===== config.mk =====
export PLATFORM = sky130hd
export DESIGN_NAME = c2s_gain
export DESIGN_NICKNAME = d
export VERILOG_FILES = /design/src/rtl/c2s_pkg.sv /design/src/rtl/c2s_gain.sv
export SDC_FILE = /design/constraint.sdc
export NUM_CORES = 1
export LEC_CHECK = 0
export BUFFER_PORTS_ARGS = -buffer_cell sky130_fd_sc_hd__buf_2
export CORE_MARGIN = 4
export CORE_UTILIZATION = 40
export CTS_BUF_LIST = sky130_fd_sc_hd__clkbuf_4 sky130_fd_sc_hd__clkbuf_8
export DETAILED_ROUTE_END_ITERATION = 7
export GPL_TIMING_DRIVEN = 0
export PLACE_DENSITY_LB_ADDON = 0.12
export SYNTH_ARGS = -nofsm -noshare
export SYNTH_HDL_FRONTEND = slang
export SYNTH_SLANG_ARGS = --single-unit

===== constraint.sdc =====
create_clock -name clk -period 12.1 [get_ports clk]
set_input_delay 1.815 -clock clk [delete_from_list [all_inputs] [get_ports clk]]
set_output_delay 1.815 -clock clk [all_outputs]
set_load 0.02 [all_outputs]

===== src/rtl/c2s_pkg.sv =====
package c2s_pkg;

	localparam int COORD_BITS        = 18;
	localparam int ANGLE_FRAC_BITS   = 7;
	localparam int CORDIC_ITERATIONS = 18;

	localparam int COORD_GUARD = 8;
	localparam int ANGLE_GUARD = 12;
	localparam int ANGLE_F     = ANGLE_FRAC_BITS + ANGLE_GUARD;
	localparam int TABLE_LEN   = 32;
	localparam int ITERS       = (CORDIC_ITERATIONS < TABLE_LEN) ? CORDIC_ITERATIONS : TABLE_LEN;

	localparam int XY_W   = COORD_BITS + COORD_GUARD + 3;
	localparam int ANG_W  = ANGLE_F + 10;
	localparam int SIDE_W = COORD_BITS + COORD_GUARD;
	localparam int RND_W  = ANG_W - ANGLE_GUARD + 1;
	localparam int AZ_W   = 16;
	localparam int EL_W   = 15;
	localparam int DIST_W = 18;

	typedef logic signed [XY_W-1:0]  xy_t;
	typedef logic signed [ANG_W-1:0] ang_t;
	typedef logic signed [RND_W-1:0] rnd_t;
	typedef logic signed [EL_W-1:0]  el_t;
	typedef logic [ITERS-1:0][ANG_W-1:0] atan_tab_t;

	localparam logic [31:0] INV_GAIN       = 32'h9B74_EDA8;
	localparam logic [63:0] RAD_TO_DEG_Q30 = 64'd61520874802;

	localparam ang_t HALF_TURN_F  = ang_t'(180) <<< ANGLE_F;
	localparam ang_t ANG_RND_HALF = ang_t'(1) <<< (ANGLE_GUARD - 1);
	localparam rnd_t FULL_TURN    = rnd_t'(360) <<< ANGLE_FRAC_BITS;
	localparam rnd_t QUARTER_TURN = rnd_t'(90) <<< ANGLE_FRAC_BITS;
	localparam el_t  EL_MAX       = el_t'(QUARTER_TURN);
	localparam el_t  EL_MIN       = -EL_MAX;
	localparam logic [DIST_W-1:0] DIST_MAX = '1;

	// elaboration-time long division for the series terms
	function automatic logic [63:0] udiv64(input logic [63:0] num, input logic [63:0] den);
		logic [64:0] rem;
		logic [63:0] quo;
		rem = '0;
		quo = '0;
		for (int b = 63; b >= 0; b--) begin
			rem = {rem[63:0], num[b]};
			if (rem >= {1'b0, den}) begin
				rem    = rem - {1'b0, den};
				quo[b] = 1'b1;
			end
		end
		return quo;
	endfunction

	// atan(2^-i) in degrees, ANGLE_F fraction bits, via the arctangent series
	function automatic logic [ANG_W-1:0] atan_entry(input int i);
		logic [63:0] p;
		logic [63:0] sum;
		logic [63:0] term;
		logic [63:0] rad28;
		logic [63:0] prod;
		logic [63:0] k;
		logic [63:0] res;
		p   = 64'd1 << (60 - i);
		sum = '0;
		k   = '0;
		if (i == 0) begin
			res = 64'd45 << ANGLE_F;
		end else begin
			for (int it = 0; it < 64; it++) begin
				if (p != 64'd0) begin
					term = udiv64(p, (k << 1) + 64'd1);
					if (!k[0])
						sum = sum + term;
					else
						sum = sum - term;
					p = p >> (2 * i);
					k = k + 64'd1;
				end
			end
			rad28 = (sum + (64'd1 << 31)) >> 32;
			prod  = rad28 * RAD_TO_DEG_Q30;
			res   = (prod + (64'd1 << (57 - ANGLE_F))) >> (58 - ANGLE_F);
		end
		return res[ANG_W-1:0];
	endfunction

	function automatic atan_tab_t build_atan();
		atan_tab_t tab;
		for (int i = 0; i < ITERS; i++)
			tab[i] = atan_entry(i);
		return tab;
	endfunction

	localparam atan_tab_t ATAN_TAB = build_atan();

endpackage


===== src/rtl/c2s_gain.sv =====
module c2s_gain (
	input  logic                       clk,
	input  logic                       advance,
	input  logic [c2s_pkg::XY_W-1:0]   value,
	output logic [c2s_pkg::XY_W-1:0]   scaled
);

	localparam int PROD_W = c2s_pkg::XY_W + 32;

	logic [PROD_W-1:0] prod;

	// round(value * 1/K), half up
	always_comb begin
		prod = {32'b0, value} * {{c2s_pkg::XY_W{1'b0}}, c2s_pkg::INV_GAIN}
			+ PROD_W'(64'h8000_0000);
	end

	always_ff @(posedge clk) begin
		if (advance)
			scaled <= prod[PROD_W-1:32];
	end

endmodule


== Word-level counts from Yosys, hierarchy flattened ==
Index checks and enable logic that the tools add are counted.

* Output and inout port bits: 29
* Flip-flop bits (word level): 29

* Add/subtract/negate cells: 1
* Multipliers: 1

{| class="wikitable"
|+ Operator list
! cell !! number
|-
| adder 61 x 32 -> 61 bit, second input constant || 1
|-
| multiplier 29 x 29 -> 58 bit, second input constant || 1
|}

== Longest topological paths before layout ==
Gate-level depths: netlist of the first run.

* Depth after elaboration: 2
* Depth in mapped cells: 29
* Mapped depth without buffers: 29

== Worst setup path after synthesis of the first run ==
Ideal clock, no wire load.

* Path kind: input-to-reg
* Start point: input port value[8] (netlist bit)
* End point: register scaled[16] (netlist bit), data pin
* Library setup time: 0.274 ns
* Required time: 11.826 ns
* Stages on the path: 26
* Data arrival time: 8.885 ns
* Slack: 2.941 ns
* Cell sequence: inv_1 -> fa_1 -> fa_1 -> inv_1 -> fa_1 -> inv_1 -> fa_1 -> inv_1 -> fa_1 -> fa_1 -> fa_1 -> inv_1 -> fa_1 -> inv_1 -> ha_1 -> a21oi_1 -> o21ai_1 -> a21oi_1 -> mux2_2 -> a41oi_1 -> nand4_1 -> nor4_2 -> and3_1 -> inv_2 -> or3_1 -> xor2_1

* Longest elaborated chain between the ends: 2

{| class="wikitable"
|+ RTL lines
! what !! line !! text
|-
| start, declared || c2s_gain.sv:4 || <nowiki>input logic [c2s_pkg::XY_W-1:0] value,</nowiki>
|-
| multiplier 29 x 29 -> 58 bit || c2s_gain.sv:14 || <nowiki>prod = {32'b0, value} * {{c2s_pkg::XY_W{1'b0}}, c2s_pkg::INV_GAIN}</nowiki>
|-
| adder 61 x 32 -> 61 bit || c2s_gain.sv:15 || <nowiki>+ PROD_W'(64'h8000_0000);</nowiki>
|-
| net prod[48] || c2s_gain.sv:10 || <nowiki>logic [PROD_W-1:0] prod;</nowiki>
|-
| end signal, assigned || c2s_gain.sv:20 || <nowiki>scaled <= prod[PROD_W-1:32];</nowiki>
|-
| end, declared || c2s_gain.sv:5 || <nowiki>output logic [c2s_pkg::XY_W-1:0] scaled</nowiki>
|}

The timed path passes the listed nets, and every way through them passes these cells.
A chain may end at the register's enable or synchronous reset.

== Worst setup path after layout of the first run ==
* Start point: input port value[8] (netlist bit)
* End point: register scaled[28] (netlist bit), data pin

Same word-level chain as after synthesis.

==> summary.md, run 1 <==
| Metric | Value |
|---|---|
| Required time of the critical path | `12.12 ns` |
| Layout area overhead | `6.035%` |
| Area fraction in compound gates after synthesis | `7.762%` |
| Antenna diode instance count | `0` |
| Clock Sinks | `29` |
| Start point of the worst hold path | `advance` |
| Final total negative setup slack | `0 ns` |
| Detail-routed via count per cell | `5.098` |
| Hold Fails Final Rpt | `0` |
| Most used DFF post-synth | `sky130_fd_sc_hd__edfxtp_1` |
| Number of synthesized flops with an enable pin | `29` |
| Maximum number of pins on one net before global-route repair | `30` |
| CTS H-Tree Depth | `2` |
| Number of iterations in the first detailed-routing pass | `5` |
| Total grt overflow | `0` |
| Critical path launch point type | `primary input` |
| Maximum clock path buffer count | `2` |
| Height of the chip | `225.4 um` |
| Number of register bits inferred by synthesis | `29` |
| Global-route usage over all layers | `21.19%` |
| Library cells used by synthesis | `81` |
| Standard cell core area | `0.04665 mm^2` |
| CTS tree | `yes` |
| Clock root buffer | `sky130_fd_sc_hd__clkbuf_8` |
| Area of the die | `0.05081 mm^2` |
| Share of the synthesized netlist area taken by xor and xnor gates | `1.714%` |
| Last weighted congestion value of the routability-driven placer | `0.9180` |
| Final #Nets | `2762` |
| Upper clock frequency limit | `95.49 MHz` |
| Count of routing violations after the opening detailed-route iteration | `572` |
| Count of unresolved DRC violations after routing | `0` |
| Clk slew on worst S/H paths | `0.06 ns` |
| Result of the run | `finished, final reports clean` |
| Worst hold path depth | `1` |
| Average wire per standard cell | `19.93 um` |
| Fraction of layout instances using a drive strength above 1 | `5.388%` |
| Post-synthesis async set-or-reset flop share | `0%` |
| Proportion of synthesized area in mux cells | `0.5558%` |
| Maxcap violations | `0` |
| Register with the most flip-flops | `scaled` |
| Pins over their slew limit | `0` |
| Routed wire length | `51680 um` |
| Effective utilization at floorplan | `40.53%` |
| Die width | `225.4 um` |
| Worst Path Class, Setup | `in -> reg` |
| Synthesized Nets | `2696` |
| Share of synthesized cell area in and, or, nand and nor gates | `7.438%` |
| Worst setup EP type | `register` |
| Top fanout value on the critical path | `6` |
| Via count of the first global-routing pass | `14810` |
| Number of buffers added by the clock tree synthesis step | `5` |
| Transition at the pin with the smallest max-transition slack | `0.8947 ns` |
| Number of hold-repair buffers added at the cts stage | `0` |
| Endpoint with the worst hold slack | `scaled[3]` |
| Num rows | `79` |
| Adder-cell share of the synthesized area | `65.60%` |
| Largest registers | `scaled: 29 flops` |
| Final count of negative-setup-slack endpoints | `0` |
| First-pass GRT wire length | `82700 um` |
| RSZ-0062 raised after global routing | `false` |
| Utilization after layout | `42.97%` |
| Total of warnings raised by yosys | `0` |
| Data arrival time of the critical path | `10.50 ns` |
| Number of resized instances in the post-cts repair step | `0` |
| Min cycle time layout | `10.47 ns` |
| Main combinational cell family by area after synthesis | `adder cells` |
| Count of vias placed by the detailed router | `13220` |
| Number of instances in the synthesized netlist | `1919` |
| Number of fill cells in the layout | `4642` |
| Final worst-path cycle share | `86.55%` |
| I/O Buffers | `59` |
| Number of nets with antenna violations after detailed routing | `0` |
| Number of placed I/O pins | `60` |
| Sequential cell area fraction in the yosys report | `4.606%` |
| Antenna violations before repair | `0` |
| Mean instance size in the synthesized netlist | `9.853 um^2` |
| Post-Synthesis Cell Area | `0.01891 mm^2` |
| Half-perimeter wire length after detailed placement | `46990 um` |
| Buffers inserted during post-CTS setup optimization | `0` |
| Tightest Hold Check Type | `in -> reg` |
| Rel. slew slack | `39.72%` |
| Max reg flops | `29` |
## cell type report
cell class	count	area [um^2]	area share [%]
Buffer	21	118.9	0.5929
Clock buffer	6	76.32	0.3807
Clock inverter	2	10.01	0.04993
Inverter	589	2211	11.03
Multi-Input combinational cell	1280	15710	78.35
Sequential cell	29	870.8	4.343
Tap cell	607	759.5	3.788
Timing Repair Buffer	59	295.3	1.473
## worst max-delay path: stages
cell and delay [ns]:
sky130_fd_sc_hd__buf_2 0.17, sky130_fd_sc_hd__inv_1 0.41, sky130_fd_sc_hd__fa_1 0.52, sky130_fd_sc_hd__fa_1 0.50, sky130_fd_sc_hd__inv_1 0.05, sky130_fd_sc_hd__fa_1 0.50
sky130_fd_sc_hd__inv_1 0.06, sky130_fd_sc_hd__fa_1 0.54, sky130_fd_sc_hd__inv_1 0.05, sky130_fd_sc_hd__fa_1 0.50, sky130_fd_sc_hd__fa_1 0.43, sky130_fd_sc_hd__fa_1 0.57
sky130_fd_sc_hd__inv_1 0.08, sky130_fd_sc_hd__fa_1 0.48, sky130_fd_sc_hd__inv_1 0.04, sky130_fd_sc_hd__ha_1 0.31, sky130_fd_sc_hd__a21oi_1 0.25, sky130_fd_sc_hd__o21ai_1 0.18
sky130_fd_sc_hd__a21oi_1 0.63, sky130_fd_sc_hd__mux2_2 0.41, sky130_fd_sc_hd__a41oi_1 0.21, sky130_fd_sc_hd__nand4_1 0.28, sky130_fd_sc_hd__nor4_2 0.47, sky130_fd_sc_hd__nand4_1 0.23
sky130_fd_sc_hd__nor4_1 0.30, sky130_fd_sc_hd__mux2_1 0.37, sky130_fd_sc_hd__xnor2_1 0.13
## worst max path at each step
stage | from | endpoint | slack [ns] | cells past startpoint
after floorplan | value[8] | scaled[16] | 2.94 | 26
after global placement | value[8] | scaled[28] | 1.29 | 27
after detailed placement | value[8] | scaled[28] | 1.27 | 27
after CTS | value[8] | scaled[28] | 1.55 | 27
after global routing | value[8] | scaled[28] | 1.20 | 27
final | value[8] | scaled[28] | 1.63 | 27
## Yosys cell counts, types with 11 or more instances
library cell / count / area, um^2
sky130_fd_sc_hd__and2_1: 11 / 68.82
sky130_fd_sc_hd__ha_1: 337 / 4217
sky130_fd_sc_hd__edfxtp_1: 29 / 870.8
sky130_fd_sc_hd__inv_1: 588 / 2207
sky130_fd_sc_hd__a21oi_1: 68 / 340.3
sky130_fd_sc_hd__o21ai_0: 31 / 155.2
sky130_fd_sc_hd__nand2_1: 74 / 277.8
sky130_fd_sc_hd__o21ai_1: 16 / 80.08
sky130_fd_sc_hd__nand4_1: 25 / 156.4
sky130_fd_sc_hd__nor2_1: 57 / 214.0
sky130_fd_sc_hd__nor3_1: 21 / 105.1
sky130_fd_sc_hd__a21o_1: 15 / 112.6
sky130_fd_sc_hd__o211ai_1: 16 / 120.1
sky130_fd_sc_hd__xnor2_1: 20 / 175.2
sky130_fd_sc_hd__fa_1: 409 / 8188
sky130_fd_sc_hd__nand3_1: 17 / 85.08
sky130_fd_sc_hd__xor2_1: 17 / 148.9
## cells in the final DEF, fill, tap and decap left out, types with 8 or more instances in the layout
cell	synthesis	layout
sky130_fd_sc_hd__nand2_1	74	74
sky130_fd_sc_hd__nor4_1	9	9
sky130_fd_sc_hd__ha_1	337	337
sky130_fd_sc_hd__o21ai_1	16	16
sky130_fd_sc_hd__and2_1	11	11
sky130_fd_sc_hd__nor2_1	57	57
sky130_fd_sc_hd__nor3_1	21	21
sky130_fd_sc_hd__buf_2	5	64
sky130_fd_sc_hd__a21oi_1	68	68
sky130_fd_sc_hd__o211ai_1	16	16
sky130_fd_sc_hd__nand4_1	25	25
sky130_fd_sc_hd__o21ai_0	31	31
sky130_fd_sc_hd__fa_1	409	409
sky130_fd_sc_hd__and3_1	10	10
sky130_fd_sc_hd__xor2_1	17	17
sky130_fd_sc_hd__a21o_1	15	15
sky130_fd_sc_hd__xnor2_1	20	20
sky130_fd_sc_hd__clkbuf_1	8	8
sky130_fd_sc_hd__nand3_1	17	17
sky130_fd_sc_hd__edfxtp_1	29	29
sky130_fd_sc_hd__inv_1	588	588
## layer usage
metal | part of all wire, % | global-route usage [%]
met1 | 44 | 28.39
met2 | 50 | 37.77
met3 | 3.6 | 2.514
met4 | 1.9 | 3.339
met5 | 0 | 0
## per-stage QoR
stage / worst slack [ns] / area, um^2 / instances / hold slack (ns)
global route: 1.198 / 20050 / 2593 / 2.122
CTS: 1.550 / 20050 / 2593 / 2.102
finish: 1.628 / 20050 / 2593 / 2.102
global placement: 1.287 / 19960 / 2585 / 2.262
detailed placement: 1.272 / 19960 / 2585 / 2.263
floorplan: 2.941 / 18910 / 1919 / 1.928
## cells by family (layout without fill, tap and decap cells)
logic type	after synthesis	count (layout)
compound gates	223	223
xor+xnor	37	37
fa+ha+maj	746	746
buf+inv	610	677
flops	29	29
mux	10	10
simple gates	264	264
Power of run 1 is left out: the tool's default activity adds up to more than one toggle a clock period on the data nets, which glitch-free logic cannot reach.
==> run 2, diff against run 1 <==
--- a/config.mk
+++ b/config.mk
@@ -7,7 +7,7 @@
 export LEC_CHECK = 0
 export BUFFER_PORTS_ARGS = -buffer_cell sky130_fd_sc_hd__buf_2
 export CORE_MARGIN = 4
-export CORE_UTILIZATION = 40
+export CORE_UTILIZATION = 59
 export CTS_BUF_LIST = sky130_fd_sc_hd__clkbuf_4 sky130_fd_sc_hd__clkbuf_8
 export DETAILED_ROUTE_END_ITERATION = 7
 export GPL_TIMING_DRIVEN = 0
==> run 2 against run 1 <==
Non-clock buffer count unchanged. Largest cell class unchanged. Flip-flop and latch count unchanged. Sequential share of layout area increased by 0.056 points. Die area decreased by 31%. Cell count decreased by 7.9%. First-iteration DRC count increased by 16%.
==> summary.md, run 2 (synthesis results as in run 1) <==
| Metric | Value |
|---|---|
| Number of hold-repair buffers added at the cts stage | `0 (unchanged)` |
| Uppermost routed layer | `met4` |
| Final #Nets | `2762 (unchanged)` |
| Maximum clock path buffer count | `2 (unchanged)` |
| Maxcap violations | `0 (unchanged)` |
| Average wire per standard cell | `20.29 um (+1.8%)` |
| Required time of the critical path | `12.13 ns (about the same)` |
| Tightest Hold Check Type | `in -> reg` |
| Height of the chip | `187.0 um (-17%)` |
| Rel. slew slack | `42.46% (+2.7 points)` |
| Highest-delay cell along the critical path | `sky130_fd_sc_hd__a21oi_1` |
| Smallest setup slack after layout | `1.712 ns (+0.08384 ns)` |
| Half-perimeter wire length after detailed placement | `43970 um (-6.4%)` |
| Max reg flops | `29 (unchanged)` |
| Final total negative setup slack | `0 ns (unchanged)` |
| Number of buffers added by the clock tree synthesis step | `5 (unchanged)` |
| Worst Path Class, Setup | `in -> reg` |
| Clock root buffer | `sky130_fd_sc_hd__clkbuf_8` |
| Number of placed I/O pins | `60 (unchanged)` |
| Post-Route Hold Slack | `2.094 ns (-0.007960 ns)` |
| Final worst-path cycle share | `85.85% (-0.69 points)` |
| Effective utilization at floorplan | `59.92% (+19 points)` |
| Global-route usage over all layers | `29.35% (+8.2 points)` |
| Register with the most flip-flops | `scaled` |
| Final count of negative-setup-slack endpoints | `0 (unchanged)` |
| Count of unresolved DRC violations after routing | `0 (unchanged)` |
| Endpoint with the worst hold slack | `scaled[7]` |
| Die width | `187.0 um (-17%)` |
| CTS H-Tree Depth | `2 (unchanged)` |
| First-pass GRT wire length | `79730 um (-3.6%)` |
| Fraction of layout instances using a drive strength above 1 | `5.388% (unchanged)` |
| Transition at the pin with the smallest max-transition slack | `0.8541 ns (-0.04063 ns)` |
| Post-placement worst setup slack | `1.450 ns (+0.1774 ns)` |
| Highest-count cells in the layout ignoring fill and taps | `588 x sky130_fd_sc_hd__inv_1, 409 x sky130_fd_sc_hd__fa_1, 337 x sky130_fd_sc_hd__ha_1, 74 x sky130_fd_sc_hd__nand2_1, 68 x sky130_fd_sc_hd__a21oi_1` |
| Clock Sinks | `29 (unchanged)` |
| Routed wire length on met2 | `24410 um (-5.6%)` |
| Detail-routed via count per cell | `5.602 (+9.9%)` |
| Most frequent CP cell | `sky130_fd_sc_hd__fa_1` |
| RSZ-0062 raised after global routing | `false` |
| Leading cell type in the layout, fill and taps excluded | `sky130_fd_sc_hd__inv_1` |
| Result of the run | `finished, final reports clean` |
| Critical path launch point type | `primary input` |
| Buffers inserted during post-CTS setup optimization | `0 (unchanged)` |
| Data arrival time of the critical path | `10.42 ns (-0.08 ns)` |
| Maximum number of pins on one net before global-route repair | `30 (unchanged)` |
| Hold Fails Final Rpt | `0 (unchanged)` |
| Via count of the first global-routing pass | `14840 (+0.21%)` |
| Count of routing violations after the opening detailed-route iteration | `663 (+16%)` |
| Worst hold path depth | `1 (unchanged)` |
| CTS tree | `yes` |
| Largest registers | `scaled: 29 flops` |
| Number of iterations in the first detailed-routing pass | `5 (unchanged)` |
| Num rows | `65 (-18%)` |
| Upper clock frequency limit | `96.26 MHz (+0.81%)` |
| Antenna violations before repair | `0 (unchanged)` |
| Crit-path max cell delay | `0.60 ns (-0.03 ns)` |
| Last weighted congestion value of the routability-driven placer | `0.9748 (+6.2%)` |
| Count of vias placed by the detailed router | `13380 (+1.2%)` |
| Start point of the worst hold path | `advance` |
| Number of resized instances in the post-cts repair step | `0 (unchanged)` |
| Antenna diode instance count | `0 (unchanged)` |
| I/O Buffers | `59 (unchanged)` |
| Sum of routed wire segments on met1 | `19410 um (-15%)` |
| Top fanout value on the critical path | `7 (+1)` |
| Layout area overhead | `4.678%` |
| Total grt overflow | `0 (unchanged)` |
| Worst setup EP type | `register` |
| Area of the die | `0.03498 mm^2 (-31%)` |
| Pins over their slew limit | `0 (unchanged)` |
| Number of nets with antenna violations after detailed routing | `0 (unchanged)` |
| Routed wire length | `48460 um (-6.2%)` |
| Min cycle time layout | `10.39 ns (-0.08384 ns)` |
| Met3 wire len | `2629 um (+41%)` |
| Standard cell core area | `0.03156 mm^2 (-32%)` |
| Clk slew on worst S/H paths | `0.07 ns (about the same)` |
==> run 2: cell counts in the layout (fill, tap and decap cells not counted) <==
Identical to the previous run, type by type.
==> run 2: worst max-delay path by stage <==
stage,from,endpoint,slack [ns],depth (start not counted)
after CTS,value[7],scaled[28],1.71,27
final,value[7],scaled[28],1.71,27
after global routing,value[7],scaled[28],1.22,27
after detailed placement,value[7],scaled[28],1.45,27
after floorplan,value[8],scaled[16],2.94,26
after global placement,value[7],scaled[28],1.59,27
==> run 2: area by class of cell <==
type                    instances  area, um^2
multi-input cells            1280       15710
clock buffers                   6       76.32
repair buffers                 59       295.3
plain buffers                  21       118.9
clock inverters                 2       10.01
fillers                      2774       11760
inverters                     589        2211
flip-flops and latches         29       870.8
well taps                     402       503.0
==> run 2: metrics by stage <==
stage                     instances  instance area, um^2  utilization (%)
after floorplan                1919                18910                -
after global placement         2380                19710            62.45
after detailed placement       2380                19710            62.45
after CTS                      2388                19790            62.72
after global routing           2388                19790            62.72
final                          2388                19790            62.72
==> run 2: critical path, delay by kind of cell <==
| family | cells | cell delay [ns] |
|---|---|---|
| fa+ha+maj | 9 | 4.30 |
| compound gates | 4 | 1.27 |
| simple gates | 4 | 1.30 |
| xor+xnor | 1 | 0.13 |
| buf+inv | 7 | 0.84 |
| mux | 2 | 0.78 |
==> run 2: per-layer routing <==
metal	track usage (%)	vias to the layer above
met5	0	-
met1	37.10	6722
met3	5.077	89
met2	51.59	380
met4	9.585	0
li1	-	6187
Power of run 2 is left out for the same reason.
==> run 3, diff against run 2 <==
--- a/config.mk
+++ b/config.mk
@@ -6,8 +6,10 @@
 export NUM_CORES = 1
 export LEC_CHECK = 0
 export BUFFER_PORTS_ARGS = -buffer_cell sky130_fd_sc_hd__buf_2
+export CELL_PAD_IN_SITES_DETAIL_PLACEMENT = 0
+export CELL_PAD_IN_SITES_GLOBAL_PLACEMENT = 1
 export CORE_MARGIN = 4
-export CORE_UTILIZATION = 59
+export CORE_UTILIZATION = 53
 export CTS_BUF_LIST = sky130_fd_sc_hd__clkbuf_4 sky130_fd_sc_hd__clkbuf_8
 export DETAILED_ROUTE_END_ITERATION = 7
 export GPL_TIMING_DRIVEN = 0
==> run 3 against run 2 <==
Cell count rose by 2.2%. Design area rose by 0.30%. Worst hold slack improved by 0.010 ns. Critical path type unchanged.
==> summary.md, run 3 (synthesis results as in run 1) <==
| Metric | Value |
|---|---|
| Final worst-path cycle share | `86.03% (+0.18 points)` |
| Total grt overflow | `0 (unchanged)` |
| Start point of the worst hold path | `advance` |
| Average wire per standard cell | `19.91 um (-1.9%)` |
| Number of iterations in the first detailed-routing pass | `5 (unchanged)` |
| Count of unresolved DRC violations after routing | `0 (unchanged)` |
| Maximum clock path buffer count | `2 (unchanged)` |
| Endpoint with the worst hold slack | `scaled[0]` |
| Final count of negative-setup-slack endpoints | `0 (unchanged)` |
| Largest registers | `scaled: 29 flops` |
| Height of the chip | `196.9 um (+5.3%)` |
| Fraction of layout instances using a drive strength above 1 | `5.290% (-0.098 points)` |
| Post-route cell area | `0.01985 mm^2 (+0.30%)` |
| Number of buffers added by the clock tree synthesis step | `5 (unchanged)` |
| Count of vias placed by the detailed router | `13220 (-1.2%)` |
| Final total negative setup slack | `0 ns (unchanged)` |
| Area of the die | `0.03876 mm^2 (+11%)` |
| Routed wire length | `48580 um (+0.25%)` |
| Hold Fails Final Rpt | `0 (unchanged)` |
| Leading cell type in the layout, fill and taps excluded | `sky130_fd_sc_hd__inv_1` |
| Result of the run | `finished, final reports clean` |
| Antenna diode instance count | `0 (unchanged)` |
| Final #Nets | `2762 (unchanged)` |
| Num rows | `68 (+4.6%)` |
| Maximum number of pins on one net before global-route repair | `30 (unchanged)` |
| Last weighted congestion value of the routability-driven placer | `0.9878 (+1.3%)` |
| Worst Path Class, Setup | `in -> reg` |
| Transition at the pin with the smallest max-transition slack | `0.8874 ns (+0.03333 ns)` |
| CTS tree | `yes` |
| Maxcap violations | `0 (unchanged)` |
| Number of hold-repair buffers added at the cts stage | `0 (unchanged)` |
| Upper clock frequency limit | `96.06 MHz (-0.21%)` |
| Highest-count cells in the layout ignoring fill and taps | `588 x sky130_fd_sc_hd__inv_1, 409 x sky130_fd_sc_hd__fa_1, 337 x sky130_fd_sc_hd__ha_1, 74 x sky130_fd_sc_hd__nand2_1, 68 x sky130_fd_sc_hd__a21oi_1` |
| Antenna violations before repair | `0 (unchanged)` |
| Register with the most flip-flops | `scaled` |
| Cell area reported after detailed placement | `0.01977 mm^2 (+0.34%)` |
| Number of resized instances in the post-cts repair step | `0 (unchanged)` |
| Rel. slew slack | `40.21% (-2.2 points)` |
| Buffers inserted during post-CTS setup optimization | `0 (unchanged)` |
| Tightest Hold Check Type | `in -> reg` |
| Post-placement worst setup slack | `1.412 ns (-0.03741 ns)` |
| Min cycle time layout | `10.41 ns (+0.02180 ns)` |
| Half-perimeter wire length after detailed placement | `44530 um (+1.3%)` |
| Pins over their slew limit | `0 (unchanged)` |
| Smallest setup slack after layout | `1.690 ns (-0.02180 ns)` |
| Worst hold path depth | `1 (unchanged)` |
| Critical path launch point type | `primary input` |
| CTS H-Tree Depth | `2 (unchanged)` |
| Effective utilization at floorplan | `54.20% (-5.7 points)` |
| First-pass GRT wire length | `79820 um (+0.11%)` |
| Max reg flops | `29 (unchanged)` |
| Die width | `196.9 um (+5.3%)` |
| Worst setup EP type | `register` |
| Number of placed I/O pins | `60 (unchanged)` |
| RSZ-0062 raised after global routing | `false` |
| Top fanout value on the critical path | `6 (-1)` |
| Standard cell core area | `0.03488 mm^2 (+11%)` |
| Count of routing violations after the opening detailed-route iteration | `609 (-8.1%)` |
| Required time of the critical path | `12.13 ns (about the same)` |
| Utilization after layout | `56.91% (-5.8 points)` |
| Via count of the first global-routing pass | `14660 (-1.2%)` |
| Data arrival time of the critical path | `10.44 ns (+0.02 ns)` |
| Number of nets with antenna violations after detailed routing | `0 (unchanged)` |
| Clock root buffer | `sky130_fd_sc_hd__clkbuf_8` |
| Layout area overhead | `4.996%` |
| Detail-routed via count per cell | `5.416 (-3.3%)` |
| Clock Sinks | `29 (unchanged)` |
| I/O Buffers | `59 (unchanged)` |
| Number of fill cells in the layout | `3219 (+16%)` |
| Clk slew on worst S/H paths | `0.06 ns (about the same)` |
| Global-route usage over all layers | `26.66% (-2.7 points)` |
[run 3: routing by layer]
metal | track usage [%] | vias up | share of wire (%)
met5 | 0 | - | 0
met4 | 6.523 | 0 | 3.3
met3 | 2.650 | 71 | 4.0
met2 | 46.42 | 273 | 50
met1 | 36.23 | 6693 | 42
li1 | - | 6178 | -
[run 3: final cells by class]
type | instances | area, um^2 | share of cell area, %
timing repair buffer | 59 | 295.3 | 1.487
tap | 455 | 569.3 | 2.868
buffer | 21 | 118.9 | 0.5987
inverter | 589 | 2211 | 11.14
sequential | 29 | 870.8 | 4.386
multi-input combinational | 1280 | 15710 | 79.12
clock inverter | 1 | 3.754 | 0.01891
clock buffer | 6 | 76.32 | 0.3844
[run 3: worst max path at each step]
stage               depth (start not counted)  slack, ns  startpoint         end
floorplan                                  26       2.94    value[8]  scaled[16]
global placement                           27       1.43    value[8]  scaled[28]
detailed placement                         27       1.41    value[8]  scaled[28]
CTS                                        27       1.66    value[8]  scaled[28]
global route                               27       1.23    value[8]  scaled[24]
finish                                     27       1.69    value[8]  scaled[28]
[run 3: critical path: stages]
cell and delay (ns):
sky130_fd_sc_hd__buf_2 0.18, sky130_fd_sc_hd__inv_1 0.41, sky130_fd_sc_hd__fa_1 0.52, sky130_fd_sc_hd__fa_1 0.50
sky130_fd_sc_hd__inv_1 0.05, sky130_fd_sc_hd__fa_1 0.50, sky130_fd_sc_hd__inv_1 0.06, sky130_fd_sc_hd__fa_1 0.54
sky130_fd_sc_hd__inv_1 0.05, sky130_fd_sc_hd__fa_1 0.49, sky130_fd_sc_hd__fa_1 0.43, sky130_fd_sc_hd__fa_1 0.57
sky130_fd_sc_hd__inv_1 0.07, sky130_fd_sc_hd__fa_1 0.48, sky130_fd_sc_hd__inv_1 0.04, sky130_fd_sc_hd__ha_1 0.33
sky130_fd_sc_hd__a21oi_1 0.31, sky130_fd_sc_hd__o21ai_1 0.19, sky130_fd_sc_hd__a21oi_1 0.55, sky130_fd_sc_hd__mux2_2 0.41
sky130_fd_sc_hd__a41oi_1 0.20, sky130_fd_sc_hd__nand4_1 0.28, sky130_fd_sc_hd__nor4_2 0.50, sky130_fd_sc_hd__nand4_1 0.22
sky130_fd_sc_hd__nor4_1 0.23, sky130_fd_sc_hd__mux2_1 0.36, sky130_fd_sc_hd__xnor2_1 0.13
[run 3: through the flow]
| stage | cells | hold WS (ns) |
|---|---|---|
| final | 2440 | 2.104 |
| after global routing | 2440 | 2.131 |
| after CTS | 2440 | 2.108 |
| after detailed placement | 2433 | 2.261 |
| after global placement | 2433 | 2.262 |
| after floorplan | 1919 | 1.928 |
Power of run 3 is left out for the same reason.
